===== src/hw/rtl/vat_pkg.sv =====
`default_nettype none

package vat_pkg;

    localparam int LANE_W    = 16;
    localparam int COORD_W   = 16;
    localparam int FRAC_BITS = 14;
    localparam int REG_W     = 3 * LANE_W;
    localparam int PROD_W    = LANE_W + COORD_W;
    localparam int ACC_W     = ((PROD_W > LANE_W + FRAC_BITS) ? PROD_W : LANE_W + FRAC_BITS) + 2;
    localparam int IDX_W     = 3;
    localparam int QDEPTH    = 2;

    localparam logic [IDX_W-1:0] REG_ROT_X       = 3'd0;
    localparam logic [IDX_W-1:0] REG_ROT_Y       = 3'd1;
    localparam logic [IDX_W-1:0] REG_ROT_Z       = 3'd2;
    localparam logic [IDX_W-1:0] REG_TRANSLATION = 3'd3;
    localparam logic [IDX_W-1:0] REG_USE_NORMALS = 3'd4;

    typedef logic signed [LANE_W-1:0]  lane_t;
    typedef logic signed [COORD_W-1:0] coord_t;
    typedef logic signed [PROD_W-1:0]  prod_t;
    typedef logic signed [ACC_W-1:0]   acc_t;

    typedef struct packed {
        logic [REG_W-1:0] rot_x;
        logic [REG_W-1:0] rot_y;
        logic [REG_W-1:0] rot_z;
        logic [REG_W-1:0] trans;
        logic             use_normals;
    } cfg_t;

    // products of one vertex, row-major: prod[row][col]
    typedef struct packed {
        logic                     first;
        logic [2:0][2:0][PROD_W-1:0] pprod;
        logic [2:0][2:0][PROD_W-1:0] nprod;
        logic [2:0][COORD_W-1:0]  nraw;
    } item_t;

    localparam acc_t HALF   = acc_t'(1) <<< (FRAC_BITS - 1);
    localparam acc_t SAT_HI = {{(ACC_W-COORD_W+1){1'b0}}, {(COORD_W-1){1'b1}}};
    localparam acc_t SAT_LO = ~SAT_HI;

    function automatic lane_t get_lane(input logic [REG_W-1:0] r, input int k);
        return lane_t'(r[k*LANE_W +: LANE_W]);
    endfunction

    // round half up, then clamp to the coordinate range
    function automatic coord_t round_sat(input acc_t acc);
        acc_t r;
        r = (acc + HALF) >>> FRAC_BITS;
        if (r > SAT_HI)
            return coord_t'(SAT_HI[COORD_W-1:0]);
        else if (r < SAT_LO)
            return coord_t'(SAT_LO[COORD_W-1:0]);
        return coord_t'(r[COORD_W-1:0]);
    endfunction

endpackage

`default_nettype wire


===== src/hw/rtl/vat_queue.sv =====
`default_nettype none

module vat_queue (
    input  wire logic           clk,
    input  wire logic           rst_n,
    input  wire logic           push,
    input  wire vat_pkg::item_t push_item,
    output logic                full,
    input  wire logic           pop,
    output logic                q_valid,
    output vat_pkg::item_t      head_item
);
    import vat_pkg::*;

    localparam int PTR_W = (QDEPTH > 1) ? $clog2(QDEPTH) : 1;
    localparam int CNT_W = $clog2(QDEPTH + 1);
    localparam logic [PTR_W-1:0] LAST = PTR_W'(QDEPTH - 1);

    item_t            mem_reg [QDEPTH];
    logic [PTR_W-1:0] wr_ptr_reg, wr_ptr_next;
    logic [PTR_W-1:0] rd_ptr_reg, rd_ptr_next;
    logic [CNT_W-1:0] count_reg, count_next;
    logic             do_push, do_pop;

    assign full      = (count_reg == CNT_W'(QDEPTH));
    assign q_valid   = (count_reg != '0);
    assign do_push   = push && !full;
    assign do_pop    = pop && q_valid;
    assign head_item = mem_reg[rd_ptr_reg];

    always_comb
    begin
        wr_ptr_next = wr_ptr_reg;
        rd_ptr_next = rd_ptr_reg;
        count_next  = count_reg;
        if (do_push)
            wr_ptr_next = (wr_ptr_reg == LAST) ? '0 : wr_ptr_reg + 1'b1;
        if (do_pop)
            rd_ptr_next = (rd_ptr_reg == LAST) ? '0 : rd_ptr_reg + 1'b1;
        unique case ({do_push, do_pop})
            2'b10:   count_next = count_reg + 1'b1;
            2'b01:   count_next = count_reg - 1'b1;
            default: count_next = count_reg;
        endcase
    end

    always_ff @(posedge clk or negedge rst_n)
    begin
        if (!rst_n)
        begin
            wr_ptr_reg <= '0;
            rd_ptr_reg <= '0;
            count_reg  <= '0;
        end
        else
        begin
            wr_ptr_reg <= wr_ptr_next;
            rd_ptr_reg <= rd_ptr_next;
            count_reg  <= count_next;
        end
    end

    always_ff @(posedge clk)
    begin
        if (do_push)
            mem_reg[wr_ptr_reg] <= push_item;
    end

endmodule

`default_nettype wire


===== config.mk =====
export PLATFORM = sky130hd
export DESIGN_NAME = vat_queue
export DESIGN_NICKNAME = d
export VERILOG_FILES = /design/src/hw/rtl/vat_pkg.sv /design/src/hw/rtl/vat_queue.sv
export SDC_FILE = /design/constraint.sdc
export NUM_CORES = 1
export LEC_CHECK = 0
export BUFFER_PORTS_ARGS = -buffer_cell sky130_fd_sc_hd__buf_2
export CORE_AREA = 3 3 487 489
export CTS_BUF_LIST = sky130_fd_sc_hd__clkbuf_16
export CTS_CLUSTER_SIZE = 20
export DETAILED_ROUTE_END_ITERATION = 10
export DIE_AREA = 0 0 490 492
export PLACE_DENSITY = 0.48
export SKIP_LAST_GASP = 1
export SLEW_MARGIN = 20
export SYNTH_ARGS = -nofsm -noshare
export SYNTH_HDL_FRONTEND = slang
export SYNTH_SLANG_ARGS = --single-unit

===== constraint.sdc =====
create_clock -name clk -period 36.4 [get_ports clk]
set_input_delay 3.64 -clock clk [delete_from_list [all_inputs] [get_ports clk]]
set_output_delay 3.64 -clock clk [all_outputs]
set_load 0.01 [all_outputs]

==> results.md <==
- The run finished with clean final reports.
- Subtracting the final worst setup slack from the clock period gives 9.30 ns.
- The worst setup path is of the reg2out kind.
- The count of final hold-check violations was 0.
- Setup violations remaining at the end of the flow were counted as 0.
- The largest fanout on the critical path is just under 70.
- STA puts the critical path data required time at 32.76 ns.
- The starting utilization of the core area is 19.7%.
- The die is 490 um wide.
- The number of buffers added to fix hold violations after cts is 0.
- The cell area after placement is 0.0558 mm^2.
- The final-layout fill cell count is 23,900.
- The final route contains ~25,000 vias.
- Buffers placed on the I/O ports in this run total 1,255.
- Summed over all failing endpoints, the final setup total negative slack is 0 ns.
- Detailed placement ended at an HPWL of 116 mm.
- The register with the most flip-flops in the layout has around 1,300 of them.
- The analysis attributes to cell leakage a power of 22.2 nW.
- The mean instance size in the synthesized netlist is 23.3 um^2.
- Leaving out fill and tap cells, the most frequent cells in the layout are buf_2 (1,255), edfxtp_1 (1,250), mux2_2 (485).
- The first-pass GRT wire length is between 200 and 250 mm.
- In this run, distinct cell masters in the synthesized netlist total 16.
- Leaving out fill and tap cells, the most frequent cell in the layout is buf_2.
- The worst slew margin relative to its limit is 23.6%.
- The sequential-to-total area share from yosys stat is between 80 and 90%.
- The tree is rooted in a clkbuf_16.
- Compared with the post-synthesis result, the final layout area differs by 31.9%.
- The total track usage is 12.3%.
- The placer's final routability congestion estimate is 0.876.
- Synthesis inferred 1,254 register bits.
- The net count of the finished layout is 3,953.
- The H-tree was split into 4 levels.
- Summed over its instances, the top area cell type makes up 82.0% of the synthesized netlist area.
- Setup repair after global routing left no endpoint under its margin.
- The final hold slack is approximately 0.49 ns.
- 1,256 I/O pins were placed.
- The number of placed cells counting well taps is 6,308.
- The endpoint arrival time on the critical path is about 5.7 ns.
- The remaining routing DRC violations is 0.
- The cell count after synthesis came out at 1,963.
- The number of pins with negative max-slew slack in the final report came to 0.
- Clock tree synthesis inserted a total of 144 buffers.
- Summing every instance area after synthesis gives 0.0458 mm^2.
- The detailed-route wire length per cell is approximately 23 um.
- The number of iterations in the first detailed-routing pass is 5.
- In this run the remaining antenna-violating nets after routing total 0.
- VDD sags by at most between 0.04 and 0.05 mV.
- Of the cells placed in the final design, the portion with a size suffix greater than 1 is 61.5%.
- In this run the post-CTS setup repair buffer count came out at 0.
- After synthesis, the cell types taking the most area are edfxtp_1 (82%), mux2_2 (12%), mux2_4 (4.6%).
- The number of antenna violations at the first check in global routing is 104.
- Gates resized during post-CTS repair numbered 0.
- The buffer levels on the longest clock path is 3.
- The number of sinks driven by the clock tree is 1,254.
- The core region area is 0.233 mm^2.
- The net count of the mapped netlist is 2,593.
- On the final layout, the worst clock skew is 0.0269 ns.
- The top cell type by total area after synthesis is edfxtp_1.
- The kind of launch point of the worst setup path is a flip-flop.
- The die outline area is 0.241 mm^2.
- The DRC violation total after the first TritonRoute iteration is between 1,000 and 1,500.
- The mean number of vias per cell is 3.72.
- The final layout contains routed wiring with a total length of 154 mm.
- The type of the most critical hold path is reg2reg.
- STA classifies the critical path endpoint as an output pin.
- The maximum clock frequency is 0.108 GHz.
- The CTS tree is built.
- The clock latency on the worst-skew pair is ~0.75 ns.
- The maximum number of pins on one net before global-route repair is 148.
- Global routing finished with a remaining overflow of 0.
- The number of placement rows is around 180.
- After routing the design area is 0.0603 mm^2.
- At the pin with the least slew margin, the transition time is 1.15 ns.
- The cell area power density is about 83 mW/mm^2.
- The clock transition at the registers of the reported paths is 0.06 ns.
- The y dimension of the die is ~500 um.
- The number of max-capacitance violations reported is 0.
- Once layout is complete, the cells apart from fillers number ~6,600.
- The share of the clock period used by the worst path after layout is 25.5%.
- The via count of the first global-routing pass is approximately 25,000.
- Yosys printed 0 warnings.
[logic make-up (layout without fill, tap and decap cells)]
logic type               count (synthesis)  after routing  share of synthesized area (%)
XOR/XNOR                                 5              5                         0.0957
adder cells (fa/ha/maj)                  1              1                         0.0273
buffers and inverters                   71           1540                           1.01
flip-flops                            1254           1254                           82.3
multiplexers                           625            625                           16.5
other                                    0             30                              0
AND/OR/NAND/NOR                          7              7                         0.0793
[worst max-delay path, cell delays in order (launching register included)]
cell	delay, ns
dfrtp_4	0.87
buf_4	0.76
buf_4	0.71
buf_4	0.87
buf_4	0.79
mux2_2	0.44
buf_2	0.15
[worst paths after layout]
| path | startpoint | to | slack, ns | cells after the start |
|---|---|---|---|---|
| min in group asynchronous | rst_n | count_reg[1] | 2.72 | 1 |
| setup / recovery | rd_ptr_reg | head_item[442] | 27.10 | 6 |
| hold / removal | count_reg[1] | count_reg[1] | 0.49 | 1 |
| hold reg to reg | count_reg[1] | count_reg[1] | 0.49 | 1 |
| setup reg to reg | count_reg[0] | mem_reg[1][9] | 32.46 | 5 |
| max in group asynchronous | rst_n | rd_ptr_reg | 33.52 | 1 |
[Yosys cell counts]
cell type / instances
and3_1: 1
xor2_1: 2
nor2_1: 2
ha_1: 1
or2_2: 1
buf_6: 17
mux2_2: 485
inv_1: 1
and2_1: 1
edfxtp_1: 1250
dfrtp_1: 4
buf_2: 53
xnor2_1: 3
mux2_4: 140
nand2b_1: 1
nand2_1: 1
[power by group]
group / leakage (nW) / internal [mW] / total [mW] / switching, mW
Clock: 2.32 / 0.793 / 1.38 / 0.588
Combinational: 8.20 / 0.626 / 1.56 / 0.931
Sequential: 11.7 / 1.98 / 2.05 / 0.0772
[layout make-up]
cell class / count / area, um^2 / share of cell area (%)
inverter: 1 / 3.75 / 0.00622
sequential: 1254 / 37600 / 62.4
tap: 3132 / 3920 / 6.49
clock buffer: 147 / 3680 / 6.10
multi-input combinational: 638 / 7670 / 12.7
antenna: 30 / 75.1 / 0.124
clock inverter: 108 / 808 / 1.34
timing repair buffer: 1284 / 6560 / 10.9
[stage by stage]
stage | total power, mW | setup slack, ns | utilization (%)
2_1_floorplan | 3.28 | 5.20 | -
3_3_place_gp | 3.69 | 27.81 | 24.0
3_5_place_dp | 3.69 | 27.75 | 24.0
4_1_cts | 5.10 | 26.88 | 25.9
5_1_grt | 5.24 | 26.71 | 25.9
6_report | 4.99 | 27.10 | 25.9
[routing by layer]
metal / wire length [um] / track usage [%] / part of all wire (%) / vias to the layer above
li1: - / - / - / 10700
met1: 56100 / 13.2 / 37 / 12300
met2: 76200 / 21.1 / 50 / 1147
met3: 17000 / 6.31 / 11 / 351
met4: 3780 / 3.37 / 2.5 / 72
met5: 483 / 0 / 0.31 / -
No activity file was read; power rests on OpenSTA's default activity.
