`config.mk`:
```
export PLATFORM = sky130hd
export DESIGN_NAME = vat_back
export DESIGN_NICKNAME = d
export VERILOG_FILES = /design/src/hw/rtl/vat_pkg.sv /design/src/hw/rtl/vat_back.sv
export SDC_FILE = /design/constraint.sdc
export NUM_CORES = 1
export LEC_CHECK = 0
export BUFFER_PORTS_ARGS = -buffer_cell sky130_fd_sc_hd__buf_2
export CAP_MARGIN = 40
export CORE_AREA = 2 2 393 395
export CTS_CLUSTER_DIAMETER = 50
export CTS_CLUSTER_SIZE = 24
export DETAILED_ROUTE_END_ITERATION = 10
export DIE_AREA = 0 0 395 397
export GPL_ROUTABILITY_DRIVEN = 0
export PLACE_DENSITY = 0.47
export SYNTH_ARGS = -nofsm -noshare
export SYNTH_HDL_FRONTEND = slang
export SYNTH_SLANG_ARGS = --single-unit
export TNS_END_PERCENT = 50
```
`constraint.sdc`:
```
create_clock -name clk -period 5.5 [get_ports clk]
set_input_delay 1.375 -clock clk [delete_from_list [all_inputs] [get_ports clk]]
set_output_delay 1.375 -clock clk [all_outputs]
set_load 0.005 [all_outputs]
```
`src/hw/rtl/vat_pkg.sv`:
```
`default_nettype none

package vat_pkg;

    localparam int LANE_W    = 16;
    localparam int COORD_W   = 16;
    localparam int FRAC_BITS = 14;
    localparam int REG_W     = 3 * LANE_W;
    localparam int PROD_W    = LANE_W + COORD_W;
    localparam int ACC_W     = ((PROD_W > LANE_W + FRAC_BITS) ? PROD_W : LANE_W + FRAC_BITS) + 2;
    localparam int IDX_W     = 3;
    localparam int QDEPTH    = 2;

    localparam logic [IDX_W-1:0] REG_ROT_X       = 3'd0;
    localparam logic [IDX_W-1:0] REG_ROT_Y       = 3'd1;
    localparam logic [IDX_W-1:0] REG_ROT_Z       = 3'd2;
    localparam logic [IDX_W-1:0] REG_TRANSLATION = 3'd3;
    localparam logic [IDX_W-1:0] REG_USE_NORMALS = 3'd4;

    typedef logic signed [LANE_W-1:0]  lane_t;
    typedef logic signed [COORD_W-1:0] coord_t;
    typedef logic signed [PROD_W-1:0]  prod_t;
    typedef logic signed [ACC_W-1:0]   acc_t;

    typedef struct packed {
        logic [REG_W-1:0] rot_x;
        logic [REG_W-1:0] rot_y;
        logic [REG_W-1:0] rot_z;
        logic [REG_W-1:0] trans;
        logic             use_normals;
    } cfg_t;

    // products of one vertex, row-major: prod[row][col]
    typedef struct packed {
        logic                     first;
        logic [2:0][2:0][PROD_W-1:0] pprod;
        logic [2:0][2:0][PROD_W-1:0] nprod;
        logic [2:0][COORD_W-1:0]  nraw;
    } item_t;

    localparam acc_t HALF   = acc_t'(1) <<< (FRAC_BITS - 1);
    localparam acc_t SAT_HI = {{(ACC_W-COORD_W+1){1'b0}}, {(COORD_W-1){1'b1}}};
    localparam acc_t SAT_LO = ~SAT_HI;

    function automatic lane_t get_lane(input logic [REG_W-1:0] r, input int k);
        return lane_t'(r[k*LANE_W +: LANE_W]);
    endfunction

    // round half up, then clamp to the coordinate range
    function automatic coord_t round_sat(input acc_t acc);
        acc_t r;
        r = (acc + HALF) >>> FRAC_BITS;
        if (r > SAT_HI)
            return coord_t'(SAT_HI[COORD_W-1:0]);
        else if (r < SAT_LO)
            return coord_t'(SAT_LO[COORD_W-1:0]);
        return coord_t'(r[COORD_W-1:0]);
    endfunction

endpackage

`default_nettype wire

```
`src/hw/rtl/vat_back.sv`:
```
`default_nettype none

module vat_back (
    input  wire logic                  clk,
    input  wire logic                  rst_n,
    input  wire vat_pkg::cfg_t         cfg,
    input  wire logic                  q_valid,
    input  wire vat_pkg::item_t        q_item,
    output logic                       q_pop,
    output logic                       out_valid,
    input  wire logic                  out_stall,
    output vat_pkg::coord_t [2:0]      out_pos,
    output vat_pkg::coord_t [2:0]      out_nrm,
    output vat_pkg::coord_t [2:0]      box_hi,
    output vat_pkg::coord_t [2:0]      box_lo
);
    import vat_pkg::*;

    // stage A: sum, round, saturate
    logic             a_valid_reg, a_valid_next;
    logic             a_first_reg;
    coord_t [2:0]     a_tp_reg, a_tp_next;
    coord_t [2:0]     a_tn_reg, a_tn_next;
    acc_t   [2:0]     psum, nsum;
    logic             a_ready, a_load;

    // stage B: box update and output register
    logic             out_valid_reg, out_valid_next;
    coord_t [2:0]     out_pos_reg, out_nrm_reg;
    coord_t [2:0]     box_hi_reg, box_hi_next;
    coord_t [2:0]     box_lo_reg, box_lo_next;
    logic             b_ready, b_load;

    assign b_ready = !out_valid_reg || !out_stall;
    assign a_ready = !a_valid_reg || b_ready;
    assign q_pop   = a_ready;
    assign a_load  = q_valid && a_ready;
    assign b_load  = a_valid_reg && b_ready;

    always_comb
    begin
        for (int i = 0; i < 3; i++)
        begin
            psum[i] = acc_t'($signed(q_item.pprod[i][0])) + acc_t'($signed(q_item.pprod[i][1]))
                    + acc_t'($signed(q_item.pprod[i][2]))
                    + (acc_t'(get_lane(cfg.trans, i)) <<< FRAC_BITS);
            nsum[i] = acc_t'($signed(q_item.nprod[i][0])) + acc_t'($signed(q_item.nprod[i][1]))
                    + acc_t'($signed(q_item.nprod[i][2]));
            a_tp_next[i] = round_sat(psum[i]);
            a_tn_next[i] = cfg.use_normals ? round_sat(nsum[i]) : coord_t'(q_item.nraw[i]);
        end
    end

    always_comb
    begin
        for (int i = 0; i < 3; i++)
        begin
            if (a_first_reg)
            begin
                box_hi_next[i] = a_tp_reg[i];
                box_lo_next[i] = a_tp_reg[i];
            end
            else
            begin
                box_hi_next[i] = ($signed(a_tp_reg[i]) > $signed(box_hi_reg[i])) ?
                                 a_tp_reg[i] : box_hi_reg[i];
                box_lo_next[i] = ($signed(a_tp_reg[i]) < $signed(box_lo_reg[i])) ?
                                 a_tp_reg[i] : box_lo_reg[i];
            end
        end
    end

    always_comb
    begin
        priority if (a_load)
            a_valid_next = 1'b1;
        else if (b_load)
            a_valid_next = 1'b0;
        else
            a_valid_next = a_valid_reg;

        priority if (b_load)
            out_valid_next = 1'b1;
        else if (!out_stall)
            out_valid_next = 1'b0;
        else
            out_valid_next = out_valid_reg;
    end

    always_ff @(posedge clk or negedge rst_n)
    begin
        if (!rst_n)
        begin
            a_valid_reg   <= 1'b0;
            out_valid_reg <= 1'b0;
            box_hi_reg    <= '0;
            box_lo_reg    <= '0;
        end
        else
        begin
            a_valid_reg   <= a_valid_next;
            out_valid_reg <= out_valid_next;
            if (b_load)
            begin
                box_hi_reg <= box_hi_next;
                box_lo_reg <= box_lo_next;
            end
        end
    end

    always_ff @(posedge clk)
    begin
        if (a_load)
        begin
            a_first_reg <= q_item.first;
            a_tp_reg    <= a_tp_next;
            a_tn_reg    <= a_tn_next;
        end
        if (b_load)
        begin
            out_pos_reg <= a_tp_reg;
            out_nrm_reg <= a_tn_reg;
        end
    end

    // the box registers always hold the box after the vertex on display
    assign out_valid = out_valid_reg;
    assign out_pos   = out_pos_reg;
    assign out_nrm   = out_nrm_reg;
    assign box_hi    = box_hi_reg;
    assign box_lo    = box_lo_reg;

endmodule

`default_nettype wire

```
==> summary.txt <==
Clocking
  – Max Root-Sink Buffers: 3
  – CTS Root Cell: clkbuf_16
  – Skew-Pair Late Insertion Delay: between 0.6 and 0.7 ns
  – CTS Buf Count: 49
  – CTS tree: yes
  – Clock Pin Slew Worst Setup and Hold Paths: approximately 0.060 ns
  – Post_cts resized: 0
  – Hold buffer count at cts: 0
  – Post-CTS setup buffers: 0
  – CTS H-tree lvls: 2
  – Clock sinks: 291

Synthesis
  – Mapped Cells: roughly 3100
  – Yosys top cell area share: between 15 and 20%
  – Yosys cell types: 87
  – FF+latch count, synth: 291
  – Dominant synthesized flop cell: edfxtp_1
  – Yosys Warn Count: 0
  – Mapped Area: between 20000 and 30000 µm²
  – FFs w/ async S/R, synth: 33.7%
  – Seq/Total Area, Yosys: 27.6%
  – Area leader, netlist: edfxtp_1
  – Average cell area after synthesis: 9.57 µm²
  – Synthesized Nets: 4593
  – Largest cells by area after synthesis: edfxtp_1, ha_1, fa_1, inv_1, dfrtp_1
  – Post-synth EDFFs: 193

GRT
  – Initial antenna violation count: 75
  – GR Util All Layers: 14.5%
  – First-pass GRT wire length: 167 mm
  – Vias in the first global route: roughly 26000
  – GR Overflow Total: 0
  – Largest net degree at the start of global routing: 52

Route
  – Routed length per instance: 18.5 µm
  – Via count: 24900
  – Overall routed net length: 115 mm
  – DRT iter0 DRCs: 1044
  – Post-route ant nets: 0
  – Drt pass-1 iters: 5
  – DR vias/cell: 3.99
  – DRC errors left: 0

Placed design
  – Placement Setup Slack: -0.272 ns
  – IO Port Bufs: 871
  – Detailed Place HPWL: 102 mm
  – Placed Area: 37500 µm²

Worst setup path
  – Critical path's slowest cell: o41ai_4
  – Critical path arrival: 5.65 ns
  – Worst Reg2Reg Path Length in Cells: 11
  – Setup crit end kind: register
  – Crit Path Category: input port to register
  – R2R Path End: box_hi[46]$_DFFE_PN0P_
  – WP data required: 5.97 ns
  – R2r setup slk: 2.12 ns
  – Delay of the slowest cell on the worst path: approximately 0.81 ns
  – Worst setup SP type: input port
  – Max FO, Critical Path: 15
  – Reg2reg start: a_tp_reg[33]$_DFFE_PP_
  – Critical Path, Cell by Cell: buf_2 > inv_1 > fa_1 > inv_1 > ha_1 > ha_1 > o21a_1 > o211ai_1 > a31o_2 > and3_1 > nor2_2 > a21o_1 > or4_1 > and4_4 > o41ai_4 > a221o_1

Worst hold path
  – Hold Crit Depth: 0
  – Hold endpoint: out_nrm[32]$_DFFE_PP_
  – Hold Startpoint: a_tn_reg[32]$_DFFE_PP_
  – Hold crit path type: register to register

Floorplan
  – Die H: between 300 and 400 µm
  – Std-Cell Core Area: ~150000 µm²
  – Die Width: just under 400 µm
  – Cell Rows: 144
  – Die area: 157000 µm²
  – IO Count: 1016
  – Initial core utilization: 19.5%

Power and ir drop
  – Power Dens Cells: 414 nW/µm²
  – VDD IR max: around 260 µV
  – Leak: roughly 21 nW

STA
  – Slew @ Worst Pin: around 0.9 ns
  – Final period util: a little over nine tenths
  – RSZ-0062 raised after global routing: no
  – Worst hold slack: about 0.42 ns
  – Achievable Freq: between 150 and 200 MHz
  – Worst relative slew slack: 38.3%
  – Final Max Slew Viols: 0
  – Final hold vios: 0
  – Final Setup Violations: 0
  – Setup WS post-layout: approximately 0.32 ns
  – Fin crit period: between 5 and 6 ns
  – Max Clock Skew: 0.0291 ns

Layout
  – Fraction of layout cells with a size suffix above 1: 28.6%
  – Commonest non-fill, non-tap cells in the layout: inv_1, buf_2, ha_1
  – Post-route cell area: 39300 µm²
  – Most common cell after layout, fill and taps aside: inv_1
  – Total Nets Final: 5576
  – Layout area overhead: 31.6%

Run status
  – Outcome: complete, no violations

Run
  – Max-cap check violation count: 0
-- power by group --
part	switching, W	total, W	internal [W]
logic	0.00481	0.00900	0.00419
clock network	0.00129	0.00310	0.00182
registers	0.000755	0.00416	0.00340
-- cell families after synthesis --
family                   after synthesis  synth area share [%]
AO/OA/AOI/OAI                        569                  13.1
XOR/XNOR                             103                  3.02
adder cells (fa/ha/maj)              651                  33.4
buffers and inverters               1007                  12.8
flip-flops                           291                  27.6
multiplexers                          86                  3.23
AND/OR/NAND/NOR                      413                  6.84
-- how the worst max path moves through the flow --
| stage | startpoint | endpoint |
|---|---|---|
| finish | q_item[57] | a_tn_reg[10]$_DFFE_PP_ |
| CTS | q_item[60] | a_tn_reg[11]$_DFFE_PP_ |
| global placement | q_item[60] | a_tn_reg[2]$_DFFE_PP_ |
| global route | q_item[62] | a_tn_reg[13]$_DFFE_PP_ |
| floorplan | cfg[35] | a_tp_reg[37]$_DFFE_PP_ |
| detailed placement | q_item[60] | a_tn_reg[10]$_DFFE_PP_ |
-- worst max-delay path: cells and delay by family --
kind                     cells  cell delay [ns]
AO/OA/AOI/OAI                6             1.78
AND/OR/NAND/NOR              4             1.00
buffers and inverters        3             0.31
adder cells (fa/ha/maj)      3             1.15
-- routing by layer --
metal	vias up	global-route usage, %	routed length (µm)
met5	-	0	295
li1	12200	-	-
met1	11700	16.5	45600
met4	46	7.12	6040
met3	201	4.82	9260
met2	768	24.3	53700
-- Yosys cell counts (12+ instances only) --
cell / instances
nand2b_1: 21
nand4_1: 31
dfrtp_1: 98
a21o_1: 101
mux2_2: 82
nor2b_1: 21
xnor2_1: 53
a211oi_1: 16
a221o_1: 16
a21oi_1: 159
nand2_1: 123
clkbuf_1: 20
fa_1: 243
o21ai_2: 13
o21a_1: 32
edfxtp_1: 193
nor2_1: 84
ha_1: 408
o22a_1: 14
xor2_1: 50
nand3_1: 44
nor3_1: 23
o21ai_0: 86
and3_1: 12
o211ai_1: 19
inv_1: 972
a31oi_1: 15
-- layout make-up --
cell class / count / area [µm²]
timing repair buffer: 966 / 5240
sequential: 291 / 8250
clock buffer: 57 / 1310
inverter: 973 / 3650
fill: 16700 / 114000
tap: 2044 / 2560
multi-input combinational: 1822 / 17800
clock inverter: 33 / 373
antenna: 43 / 108
-- metrics by stage --
step	instances	util (%)	power, W	TNS [ns]
2_1_floorplan	3120	-	0.00966	0
5_1_grt	6218	25.7	0.0178	0
4_1_cts	6186	25.6	0.0166	0
3_5_place_dp	6096	24.5	0.0134	-8.55
3_3_place_gp	6094	24.5	0.0133	-7.12
6_report	6229	25.7	0.0163	0
Power figures use the tool's default switching activity.
